### src/rtl/core/lsrc_pkg.sv
`timescale 1ns / 1ps
`default_nettype none

package lsrc_pkg;

   typedef enum logic [1:0] {
      ST_INSIDE,
      ST_CLIPPED,
      ST_REJECTED
   } status_type;

   typedef enum logic [1:0] {
      CSR_TOP,
      CSR_BOTTOM,
      CSR_LEFT,
      CSR_RIGHT
   } csr_index_type;

   localparam int unsigned CSR_INDEX_BITS = 2;

   // reset value of the far edges (bottom, right), Q16.8
   localparam logic [31:0] EDGE_FAR_RESET = 32'd261888;

endpackage

`default_nettype wire

### src/rtl/core/lsrc_window.sv
`timescale 1ns / 1ps
`default_nettype none

module lsrc_window import lsrc_pkg::*; #(
   parameter int COORD_BITS = 24
) (
   input  wire logic                              clock,
   input  wire logic                              reset,
   input  wire logic                              csr_wr_en,
   input  wire logic [CSR_INDEX_BITS-1:0]         csr_index,
   input  wire logic [COORD_BITS-1:0]             csr_wdata,
   output logic signed [COORD_BITS-1:0]           win_left,
   output logic signed [COORD_BITS-1:0]           win_right,
   output logic signed [COORD_BITS-1:0]           win_top,
   output logic signed [COORD_BITS-1:0]           win_bottom
);

   logic signed [COORD_BITS-1:0] top_ff;
   logic signed [COORD_BITS-1:0] bottom_ff;
   logic signed [COORD_BITS-1:0] left_ff;
   logic signed [COORD_BITS-1:0] right_ff;

   always_ff @(posedge clock) begin
      if (reset) begin
         top_ff    <= '0;
         bottom_ff <= COORD_BITS'(EDGE_FAR_RESET);
         left_ff   <= '0;
         right_ff  <= COORD_BITS'(EDGE_FAR_RESET);
      end else if (csr_wr_en) begin
         case (csr_index_type'(csr_index))
            CSR_TOP:    top_ff    <= csr_wdata;
            CSR_BOTTOM: bottom_ff <= csr_wdata;
            CSR_LEFT:   left_ff   <= csr_wdata;
            CSR_RIGHT:  right_ff  <= csr_wdata;
            default: ;
         endcase
      end
   end

   // edges may be written in either order
   assign win_left   = (left_ff < right_ff) ? left_ff : right_ff;
   assign win_right  = (left_ff > right_ff) ? left_ff : right_ff;
   assign win_top    = (top_ff < bottom_ff) ? top_ff : bottom_ff;
   assign win_bottom = (top_ff > bottom_ff) ? top_ff : bottom_ff;

endmodule

`default_nettype wire

### src/rtl/core/lsrc_lerp.sv
`timescale 1ns / 1ps
`default_nettype none

// result = base +/- round(m * t / den): a multiply step, then one
// quotient bit per cycle, then a rounding step. Requires t <= den.
module lsrc_lerp import lsrc_pkg::*; #(
   parameter int COORD_BITS = 24
) (
   input  wire logic                          clock,
   input  wire logic                          reset,
   input  wire logic                          start,
   input  wire logic [COORD_BITS-1:0]         m,
   input  wire logic [COORD_BITS-1:0]         t,
   input  wire logic [COORD_BITS:0]           den,
   input  wire logic                          neg,
   input  wire logic signed [COORD_BITS-1:0]  base,
   output logic                               done,
   output logic signed [COORD_BITS-1:0]       result
);

   localparam int CW    = COORD_BITS;
   localparam int CNT_W = $clog2(CW);

   typedef enum logic [1:0] {
      L_IDLE,
      L_MUL,
      L_DIV,
      L_RND
   } lerp_state_type;

   lerp_state_type           state_ff;
   logic [CW-1:0]            m_ff;
   logic [CW-1:0]            t_ff;
   logic [CW:0]              den_ff;
   logic                     neg_ff;
   logic signed [CW-1:0]     base_ff;
   logic [CW:0]              rem_ff;
   logic [CW-1:0]            quo_ff;
   logic [CNT_W-1:0]         cnt_ff;
   logic                     done_ff;
   logic signed [CW-1:0]     result_ff;

   logic [2*CW-1:0]          prod;
   logic [CW+1:0]            trial;
   logic                     trial_ge;
   logic [CW:0]              rem_in;
   logic [CW-1:0]            quo_in;
   logic [CW+1:0]            rem_twice;
   logic                     round_up;
   logic [CW:0]              quo_round;
   logic [CW:0]              base_wide;
   logic [CW:0]              sum;

   assign prod      = m_ff * t_ff;
   assign trial     = {rem_ff, quo_ff[CW-1]};
   assign trial_ge  = trial >= {1'b0, den_ff};
   assign rem_in    = trial_ge ? (CW+1)'(trial - {1'b0, den_ff}) : trial[CW:0];
   assign quo_in    = {quo_ff[CW-2:0], trial_ge};

   // halves go toward plus infinity
   assign rem_twice = {rem_ff, 1'b0};
   assign round_up  = neg_ff ? (rem_twice > {1'b0, den_ff})
                             : (rem_twice >= {1'b0, den_ff});
   assign quo_round = {1'b0, quo_ff} + (CW+1)'(round_up);
   assign base_wide = {base_ff[CW-1], base_ff};
   assign sum       = neg_ff ? (base_wide - quo_round) : (base_wide + quo_round);

   always_ff @(posedge clock) begin
      if (reset) begin
         state_ff <= L_IDLE;
         done_ff  <= 1'b0;
      end else begin
         done_ff <= 1'b0;
         case (state_ff)
            L_IDLE: begin
               if (start) begin
                  m_ff     <= m;
                  t_ff     <= t;
                  den_ff   <= den;
                  neg_ff   <= neg;
                  base_ff  <= base;
                  state_ff <= L_MUL;
               end
            end
            L_MUL: begin
               // high half is already below den, so CW quotient bits suffice
               rem_ff   <= {1'b0, prod[2*CW-1:CW]};
               quo_ff   <= prod[CW-1:0];
               cnt_ff   <= CNT_W'(CW-1);
               state_ff <= L_DIV;
            end
            L_DIV: begin
               rem_ff <= rem_in;
               quo_ff <= quo_in;
               cnt_ff <= cnt_ff - 1'b1;
               if (cnt_ff == '0) begin
                  state_ff <= L_RND;
               end
            end
            L_RND: begin
               result_ff <= sum[CW-1:0];
               done_ff   <= 1'b1;
               state_ff  <= L_IDLE;
            end
            default: state_ff <= L_IDLE;
         endcase
      end
   end

   assign done   = done_ff;
   assign result = result_ff;

endmodule

`default_nettype wire

### src/rtl/core/line_segment_rect_clipper_top.sv
// Channel  Direction  Handshake            Payload
// req      in         req_valid/req_stall  req_operation, req_point_x, req_point_y
// rsp      out        rsp_valid/rsp_stall  rsp_status, rsp_start_x/y, rsp_end_x/y
// csr      in         csr_wr_en            csr_index, csr_wdata
//
// A move only updates the pen and leaves the block idle. A draw runs a trivial-reject check,
// then each plane in turn; a plane that cuts the segment waits on the shared lerp divider,
// which produces one quotient bit per cycle.
// req_stall is high from a draw transfer until its result sits in the output register.
// A waiting result does not block the next transfer on req.
// Reset is synchronous; it restores the window edges and clears the pen to zero.
`timescale 1ns / 1ps
`default_nettype none

module line_segment_rect_clipper_top import lsrc_pkg::*; #(
   parameter int COORD_BITS = 24
) (
   input  wire logic                              clock,
   input  wire logic                              reset,
   input  wire logic                              req_valid,
   output logic                                   req_stall,
   input  wire logic                              req_operation,
   input  wire logic signed [COORD_BITS-1:0]      req_point_x,
   input  wire logic signed [COORD_BITS-1:0]      req_point_y,
   output logic                                   rsp_valid,
   input  wire logic                              rsp_stall,
   output logic [1:0]                             rsp_status,
   output logic signed [COORD_BITS-1:0]           rsp_start_x,
   output logic signed [COORD_BITS-1:0]           rsp_start_y,
   output logic signed [COORD_BITS-1:0]           rsp_end_x,
   output logic signed [COORD_BITS-1:0]           rsp_end_y,
   input  wire logic                              csr_wr_en,
   input  wire logic [CSR_INDEX_BITS-1:0]         csr_index,
   input  wire logic [COORD_BITS-1:0]             csr_wdata
);

   localparam int CW = COORD_BITS;

   typedef enum logic [2:0] {
      S_IDLE,
      S_TRIV,
      S_EVAL,
      S_SETUP,
      S_CALC,
      S_DONE
   } state_type;

   typedef enum logic [1:0] {
      PL_LEFT,
      PL_RIGHT,
      PL_TOP,
      PL_BOTTOM
   } plane_type;

   state_type             state_ff;
   plane_type             plane_ff;
   logic signed [CW-1:0]  pen_x_ff;
   logic signed [CW-1:0]  pen_y_ff;
   logic signed [CW-1:0]  ax_ff;
   logic signed [CW-1:0]  ay_ff;
   logic signed [CW-1:0]  bx_ff;
   logic signed [CW-1:0]  by_ff;
   logic [CW:0]           ka_ff;
   logic [CW:0]           kb_ff;
   logic                  out_is_a_ff;
   logic                  clipped_ff;
   logic                  rejected_ff;
   logic                  rsp_valid_ff;
   status_type            rsp_status_ff;
   logic signed [CW-1:0]  rsp_start_x_ff;
   logic signed [CW-1:0]  rsp_start_y_ff;
   logic signed [CW-1:0]  rsp_end_x_ff;
   logic signed [CW-1:0]  rsp_end_y_ff;

   logic signed [CW-1:0]  win_left;
   logic signed [CW-1:0]  win_right;
   logic signed [CW-1:0]  win_top;
   logic signed [CW-1:0]  win_bottom;

   logic signed [CW-1:0]  edge_sel;
   logic                  axis_y;
   logic                  pos_side;
   logic signed [CW-1:0]  pa_c;
   logic signed [CW-1:0]  pb_c;
   logic [CW:0]           edge_w;
   logic [CW:0]           pa_w;
   logic [CW:0]           pb_w;
   logic [CW:0]           ka_calc;
   logic [CW:0]           kb_calc;
   logic                  trivial_reject;

   logic                  ka_neg;
   logic                  kb_neg;
   logic                  out_is_a;
   logic [CW:0]           k_in;
   logic [CW:0]           k_out;
   logic [CW:0]           den_calc;
   logic [CW:0]           t_full;
   logic signed [CW-1:0]  in_other;
   logic signed [CW-1:0]  out_other;
   logic [CW:0]           diff;
   logic [CW:0]           diff_abs;
   logic                  lerp_start;
   logic                  lerp_done;
   logic signed [CW-1:0]  lerp_result;
   logic                  rsp_free;

   lsrc_window #(
      .COORD_BITS (CW)
   ) u_window (
      .clock      (clock),
      .reset      (reset),
      .csr_wr_en  (csr_wr_en),
      .csr_index  (csr_index),
      .csr_wdata  (csr_wdata),
      .win_left   (win_left),
      .win_right  (win_right),
      .win_top    (win_top),
      .win_bottom (win_bottom)
   );

   always_comb begin
      case (plane_ff)
         PL_LEFT:   edge_sel = win_left;
         PL_RIGHT:  edge_sel = win_right;
         PL_TOP:    edge_sel = win_top;
         PL_BOTTOM: edge_sel = win_bottom;
         default:   edge_sel = win_left;
      endcase
   end

   assign axis_y   = (plane_ff == PL_TOP) || (plane_ff == PL_BOTTOM);
   assign pos_side = (plane_ff == PL_RIGHT) || (plane_ff == PL_BOTTOM);
   assign pa_c     = axis_y ? ay_ff : ax_ff;
   assign pb_c     = axis_y ? by_ff : bx_ff;
   assign edge_w   = {edge_sel[CW-1], edge_sel};
   assign pa_w     = {pa_c[CW-1], pa_c};
   assign pb_w     = {pb_c[CW-1], pb_c};
   // distance beyond the plane; negative means strictly inside
   assign ka_calc  = pos_side ? (pa_w - edge_w) : (edge_w - pa_w);
   assign kb_calc  = pos_side ? (pb_w - edge_w) : (edge_w - pb_w);

   assign trivial_reject = (ax_ff < win_left && bx_ff < win_left)
                        || (ax_ff > win_right && bx_ff > win_right)
                        || (ay_ff < win_top && by_ff < win_top)
                        || (ay_ff > win_bottom && by_ff > win_bottom);

   assign ka_neg    = ka_ff[CW];
   assign kb_neg    = kb_ff[CW];
   assign out_is_a  = !ka_neg;
   assign k_in      = out_is_a ? kb_ff : ka_ff;
   assign k_out     = out_is_a ? ka_ff : kb_ff;
   assign den_calc  = k_out - k_in;
   assign t_full    = -k_in;
   // coordinate across the plane's axis, the one that gets interpolated
   assign in_other  = axis_y ? (out_is_a ? bx_ff : ax_ff) : (out_is_a ? by_ff : ay_ff);
   assign out_other = axis_y ? (out_is_a ? ax_ff : bx_ff) : (out_is_a ? ay_ff : by_ff);
   assign diff      = {out_other[CW-1], out_other} - {in_other[CW-1], in_other};
   assign diff_abs  = diff[CW] ? -diff : diff;
   assign lerp_start = (state_ff == S_SETUP) && (ka_neg != kb_neg);

   lsrc_lerp #(
      .COORD_BITS (CW)
   ) u_lerp (
      .clock  (clock),
      .reset  (reset),
      .start  (lerp_start),
      .m      (diff_abs[CW-1:0]),
      .t      (t_full[CW-1:0]),
      .den    (den_calc),
      .neg    (diff[CW]),
      .base   (in_other),
      .done   (lerp_done),
      .result (lerp_result)
   );

   assign rsp_free = !rsp_valid_ff || !rsp_stall;

   always_ff @(posedge clock) begin
      if (reset) begin
         state_ff     <= S_IDLE;
         plane_ff     <= PL_LEFT;
         pen_x_ff     <= '0;
         pen_y_ff     <= '0;
         clipped_ff   <= 1'b0;
         rejected_ff  <= 1'b0;
         rsp_valid_ff <= 1'b0;
      end else begin
         // in S_DONE the next result takes the slot instead
         if (rsp_valid_ff && !rsp_stall && state_ff != S_DONE) begin
            rsp_valid_ff <= 1'b0;
         end
         case (state_ff)
            S_IDLE: begin
               if (req_valid) begin
                  pen_x_ff <= req_point_x;
                  pen_y_ff <= req_point_y;
                  if (req_operation) begin
                     ax_ff       <= pen_x_ff;
                     ay_ff       <= pen_y_ff;
                     bx_ff       <= req_point_x;
                     by_ff       <= req_point_y;
                     clipped_ff  <= 1'b0;
                     rejected_ff <= 1'b0;
                     state_ff    <= S_TRIV;
                  end
               end
            end
            S_TRIV: begin
               plane_ff <= PL_LEFT;
               if (trivial_reject) begin
                  rejected_ff <= 1'b1;
                  state_ff    <= S_DONE;
               end else begin
                  state_ff <= S_EVAL;
               end
            end
            S_EVAL: begin
               ka_ff    <= ka_calc;
               kb_ff    <= kb_calc;
               state_ff <= S_SETUP;
            end
            S_SETUP: begin
               if (!ka_neg && !kb_neg) begin
                  rejected_ff <= 1'b1;
                  state_ff    <= S_DONE;
               end else if (ka_neg && kb_neg) begin
                  if (plane_ff == PL_BOTTOM) begin
                     state_ff <= S_DONE;
                  end else begin
                     plane_ff <= plane_type'(plane_ff + 1'b1);
                     state_ff <= S_EVAL;
                  end
               end else begin
                  // outside end lands exactly on the edge
                  clipped_ff  <= 1'b1;
                  out_is_a_ff <= out_is_a;
                  case ({axis_y, out_is_a})
                     2'b00:   bx_ff <= edge_sel;
                     2'b01:   ax_ff <= edge_sel;
                     2'b10:   by_ff <= edge_sel;
                     2'b11:   ay_ff <= edge_sel;
                     default: ;
                  endcase
                  state_ff <= S_CALC;
               end
            end
            S_CALC: begin
               if (lerp_done) begin
                  case ({axis_y, out_is_a_ff})
                     2'b00:   by_ff <= lerp_result;
                     2'b01:   ay_ff <= lerp_result;
                     2'b10:   bx_ff <= lerp_result;
                     2'b11:   ax_ff <= lerp_result;
                     default: ;
                  endcase
                  if (plane_ff == PL_BOTTOM) begin
                     state_ff <= S_DONE;
                  end else begin
                     plane_ff <= plane_type'(plane_ff + 1'b1);
                     state_ff <= S_EVAL;
                  end
               end
            end
            S_DONE: begin
               if (rsp_free) begin
                  rsp_valid_ff <= 1'b1;
                  if (rejected_ff) begin
                     rsp_status_ff  <= ST_REJECTED;
                     rsp_start_x_ff <= '0;
                     rsp_start_y_ff <= '0;
                     rsp_end_x_ff   <= '0;
                     rsp_end_y_ff   <= '0;
                  end else begin
                     rsp_status_ff  <= clipped_ff ? ST_CLIPPED : ST_INSIDE;
                     rsp_start_x_ff <= ax_ff;
                     rsp_start_y_ff <= ay_ff;
                     rsp_end_x_ff   <= bx_ff;
                     rsp_end_y_ff   <= by_ff;
                  end
                  state_ff <= S_IDLE;
               end
            end
            default: state_ff <= S_IDLE;
         endcase
      end
   end

   assign req_stall   = (state_ff != S_IDLE);
   assign rsp_valid   = rsp_valid_ff;
   assign rsp_status  = rsp_status_ff;
   assign rsp_start_x = rsp_start_x_ff;
   assign rsp_start_y = rsp_start_y_ff;
   assign rsp_end_x   = rsp_end_x_ff;
   assign rsp_end_y   = rsp_end_y_ff;

endmodule

`default_nettype wire

### config.mk
export PLATFORM = sky130hd
export DESIGN_NAME = line_segment_rect_clipper_top
export DESIGN_NICKNAME = d
export VERILOG_FILES = /design/src/rtl/core/lsrc_pkg.sv /design/src/rtl/core/lsrc_window.sv /design/src/rtl/core/lsrc_lerp.sv /design/src/rtl/core/line_segment_rect_clipper_top.sv
export SDC_FILE = /design/constraint.sdc
export NUM_CORES = 2
export LEC_CHECK = 0
export BUFFER_PORTS_ARGS = -buffer_cell sky130_fd_sc_hd__buf_4
export CORE_MARGIN = 5
export CORE_UTILIZATION = 30
export DETAILED_ROUTE_END_ITERATION = 7
export PLACE_DENSITY = 0.5
export RECOVER_POWER = 100
export SYNTH_ARGS = -nofsm -noshare
export SYNTH_HDL_FRONTEND = slang
export SYNTH_SLANG_ARGS = --single-unit
export TNS_END_PERCENT = 20
### constraint.sdc
create_clock -name clock -period 20.4 [get_ports clock]
set_clock_uncertainty 0.2 [all_clocks]
set_input_delay 1.02 -clock clock [delete_from_list [all_inputs] [get_ports clock]]
set_output_delay 1.02 -clock clock [all_outputs]
set_load 0.01 [all_outputs]
==> metrics.log <==
INFO  metric pwr_density_cell = 84.67 mW/mm²
INFO  metric die-area = approximately 0.21 mm²
INFO  metric clk_path_buf_depth = 3
INFO  metric dr.pass1.iters = 6
INFO  metric post-route-period-util = slightly below 50%
INFO  metric busiest_grt_layer = met2
INFO  metric wl_per_cell = 22.88 µm
INFO  metric drt_iter0_drc = ~3,500
INFO  metric setup.worst_path.class = flop to flop
INFO  metric fp.dieW = approximately 460 µm
INFO  metric drt_drc_violations_left = 0
INFO  metric drt-total-wl = approximately 210 mm
INFO  metric post_route_cells_drive_above_1_share = under 10%
INFO  metric mappedNetlistNets = between 7,000 and 8,000
INFO  metric cts_hold_buf = 0
INFO  metric clock_tree.root_cell = sky130_fd_sc_hd__clkbuf_16
INFO  metric ys.warnings.count = 0
INFO  metric clock.fmax = 0.09948 GHz
INFO  metric synth-seq-cells = 576
INFO  metric status = finished, violations left
INFO  metric syn_avg_cell_area = between 9 and 10 µm²
INFO  metric totalNegativeSetupSlack = 0 ns
INFO  metric failed_checks = max-capacitance violations, max-slew violations
INFO  metric grt_util_met3 = between 3 and 4%
INFO  metric post_layout_nonfiller_instances = 9,353
INFO  metric post_synth_instance_area = 0.05999 mm²
INFO  metric dp_hpwl = ~160 mm
INFO  metric track_usage = between 20% and 30%
INFO  metric numClockSinks = 576
INFO  metric ys_top_cells_by_area = sky130_fd_sc_hd__edfxtp_1 (21%), sky130_fd_sc_hd__fa_1 (16%), sky130_fd_sc_hd__ha_1 (13%)
INFO  metric area_of_combinational_cells_with_multiple_inputs = ~0.04 mm²
INFO  metric viasPerCell = around 5.1
INFO  metric finalSetupViolCount = 0
INFO  metric first_global_vias = between 40,000 and 50,000
INFO  metric layout_min_cycle_time = roughly 10 ns
INFO  metric critical_path.max_stage_delay = around 1.9 ns
INFO  metric syn_inst = 6,592
INFO  metric grt_start_max_net_pins = 76
INFO  metric die_height = roughly 460 µm
INFO  metric finalInstanceArea = about 0.066 mm²
INFO  metric register_area = about 0.016 mm²
INFO  metric placed_area = 0.06423 mm²
INFO  metric fill_cells = 20,870
INFO  metric crit_arrival = ~10 ns
INFO  metric max-vdd-ir-drop = roughly 0.062 mV
INFO  metric critPathCaptureType = flop
INFO  metric grt_antenna_before_repair = 7
INFO  metric max_slew.worst_pin.slew = 4.453 ns
INFO  metric start_kind = flop
INFO  metric register_clock_pin_slew_on_the_reported_worst_setup_and_hold_paths = roughly 0.060 ns
INFO  metric htreeDepth = 3
INFO  metric ys.flop_type = sky130_fd_sc_hd__edfxtp_1
INFO  metric slew_viol_final = approximately 1,100
INFO  metric placement.io_buffers = 179
INFO  metric number_of_synthesized_flops_with_an_enable_pin = 421
INFO  metric mostFrequentLayoutCells = sky130_fd_sc_hd__nand2_1 (958), sky130_fd_sc_hd__inv_1 (810), sky130_fd_sc_hd__ha_1 (618)
INFO  metric row_count = roughly 160
INFO  metric max-slew-margin-rel = -196.9%
INFO  metric initial_core_util = between 30% and 40%
INFO  metric global_route_wire_length_before_repair = 315.8 mm
INFO  metric synthDominantAreaCellType = sky130_fd_sc_hd__edfxtp_1
INFO  metric post-route-util = between 30% and 40%
INFO  metric postCtsSetupBuffers = 0
INFO  metric maxCapViolCount = 26
INFO  metric worst-path-max-fanout = 36
INFO  metric commonest_non_fill_non_tap_cell_in_the_layout = sky130_fd_sc_hd__nand2_1
INFO  metric timing.reg2reg.setup_slack = around 10 ns
INFO  metric drtAntennaViolNets = 0
INFO  metric dp_cells = 9,218
INFO  metric floorplan.core_area = 0.1995 mm²
INFO  metric share_of_the_yosys_chip_area_belonging_to_registers = between 20% and 30%
INFO  metric globalRouteMet1Util = a little over a quarter
INFO  metric use_met2 = a little under a third
INFO  metric worstHoldPathType = flop to flop
INFO  metric vias = about 48,000
INFO  metric num_io_pins = 180
INFO  metric cts_resized = 0
INFO  metric tritoncts = yes
INFO  metric tritoncts.num_buffers = between 70 and 80
INFO  metric synth.lib_cells_used.distinct = 97
INFO  metric syn2layout_area_growth = 10.04%
INFO  metric crit_slowest_cell = sky130_fd_sc_hd__clkbuf_1
INFO  metric gp_routability_congestion = 0.9832
INFO  metric cp_data_required_time = around 21 ns
INFO  metric overflow = 0
INFO  metric worstPathCellList = clkbuf_1 > ha_1 > inv_1 > nand2_2 > clkbuf_1 > mux2i_1 > mux2i_1 > inv_1 > ha_1 > a211oi_1 > o211a_1 > or3b_1 > a21oi_1 > and3_2 > o41a_1 > nand2_1 > a31oi_1 > clkbuf_1 > inv_1 > o21ai_0 > xor2_1
INFO  metric worst_skew_pair.late_latency = ~0.71 ns
INFO  metric hold_viol_final = 0
INFO  metric total_leakage_power = between 20 and 30 nW
INFO  metric rsz_0062_raised_after_global_routing = no
INFO  metric synth-async-reset-ratio = 0%
INFO  metric final.hold.worst_slack = between 0.2 and 0.3 ns
INFO  metric final_nets = just under 8,000
INFO  metric yosysTopAreaCellShare = 21.07%
-- registers in the layout, summed over array words and instances, names as in the netlist, 25 cells and up --
name           flops
u_lerp.rem_ff     25
ka_ff             25
kb_ff             25
u_lerp.den_ff     25
-- metrics by stage --
| step | power [mW] | setup slack (ns) |
|---|---|---|
| final | 5.589 | 10.35 |
| after global routing | 5.954 | 10.01 |
| after CTS | 5.601 | 11.95 |
| after detailed placement | 4.273 | 12.04 |
| after global placement | 4.250 | 12.11 |
| after floorplan | 3.395 | 13.16 |
-- layout make-up --
cell class                      count  share of cell area (%)
Multi-Input combinational cell   4923                   60.80
Sequential cell                   576                   23.85
Tap cell                         2656                   5.034
Inverter                          812                   4.617
Clock buffer                       95                   2.951
Timing Repair Buffer              251                   2.144
Clock inverter                     36                  0.5875
Antenna cell                        4                 0.01516
-- where the power goes --
part           total, mW  switching (mW)  internal, mW
clock network       1.30           0.564         0.734
registers           1.73           0.230          1.50
logic               2.56            1.58         0.978
total               5.59            2.38          3.21
-- critical path: cells and delay by family (launching register included) --
kind | cells | cell delay, ns
buffers and inverters | 6 | 4.54
AOI/OAI and AO/OA | 6 | 1.36
adders and majority gates | 2 | 1.29
and+or+nand+nor | 4 | 0.89
muxes | 2 | 0.75
xor gates and xnor gates | 1 | 0.40
DFF | 1 | 0.30
-- Yosys cell counts (all sizes together), types with 19 or more instances --
cell / number
o21bai: 19
o31a: 34
clkbuf: 235
nor2: 273
xor2: 68
o31ai: 26
dfxtp: 155
o21ai: 215
nand2: 959
and3: 33
inv: 811
nand2b: 42
nand3: 175
o211ai: 55
nor3: 75
mux2i: 221
ha: 618
mux2: 84
buf: 46
nand4: 62
a21oi: 386
a21o: 107
and2: 315
fa: 490
o22ai: 31
or3: 19
edfxtp: 421
nor2b: 138
a211oi: 47
a31oi: 33
xnor2: 177
o21a: 36
-- cells by family (layout without fill, tap and decap cells) --
kind of cell / after synthesis / count (layout) / share of synthesized area [%]
compound gates: 1119 / 1119 / 11.87
other cells: 0 / 4 / 0
mux: 307 / 307 / 5.339
flops: 576 / 576 / 26.25
buf+inv: 1093 / 1194 / 6.891
fa+ha+maj: 1108 / 1108 / 29.24
simple gates: 2144 / 2144 / 16.84
xor+xnor: 245 / 245 / 3.577
-- metal layers --
metal,routed length [µm],share of wire [%],up-vias
li1,-,-,22350
met1,92120,43,23380
met2,95450,45,1470
met3,12310,5.8,376
met4,14060,6.6,10
met5,70,0.033,-
-- final timing paths --
check,startpoint,endpoint,cells after the start
max,plane_ff[1]$_SDFFE_PP0P_,u_lerp.m_ff[9]$_DFFE_PP_,21
min,pen_y_ff[7]$_SDFFE_PP0P_,pen_y_ff[7]$_SDFFE_PP0P_,2
max reg2reg,plane_ff[1]$_SDFFE_PP0P_,u_lerp.m_ff[9]$_DFFE_PP_,21
min reg2reg,pen_y_ff[7]$_SDFFE_PP0P_,pen_y_ff[7]$_SDFFE_PP0P_,2
No activity file was read; power rests on OpenSTA's default activity.
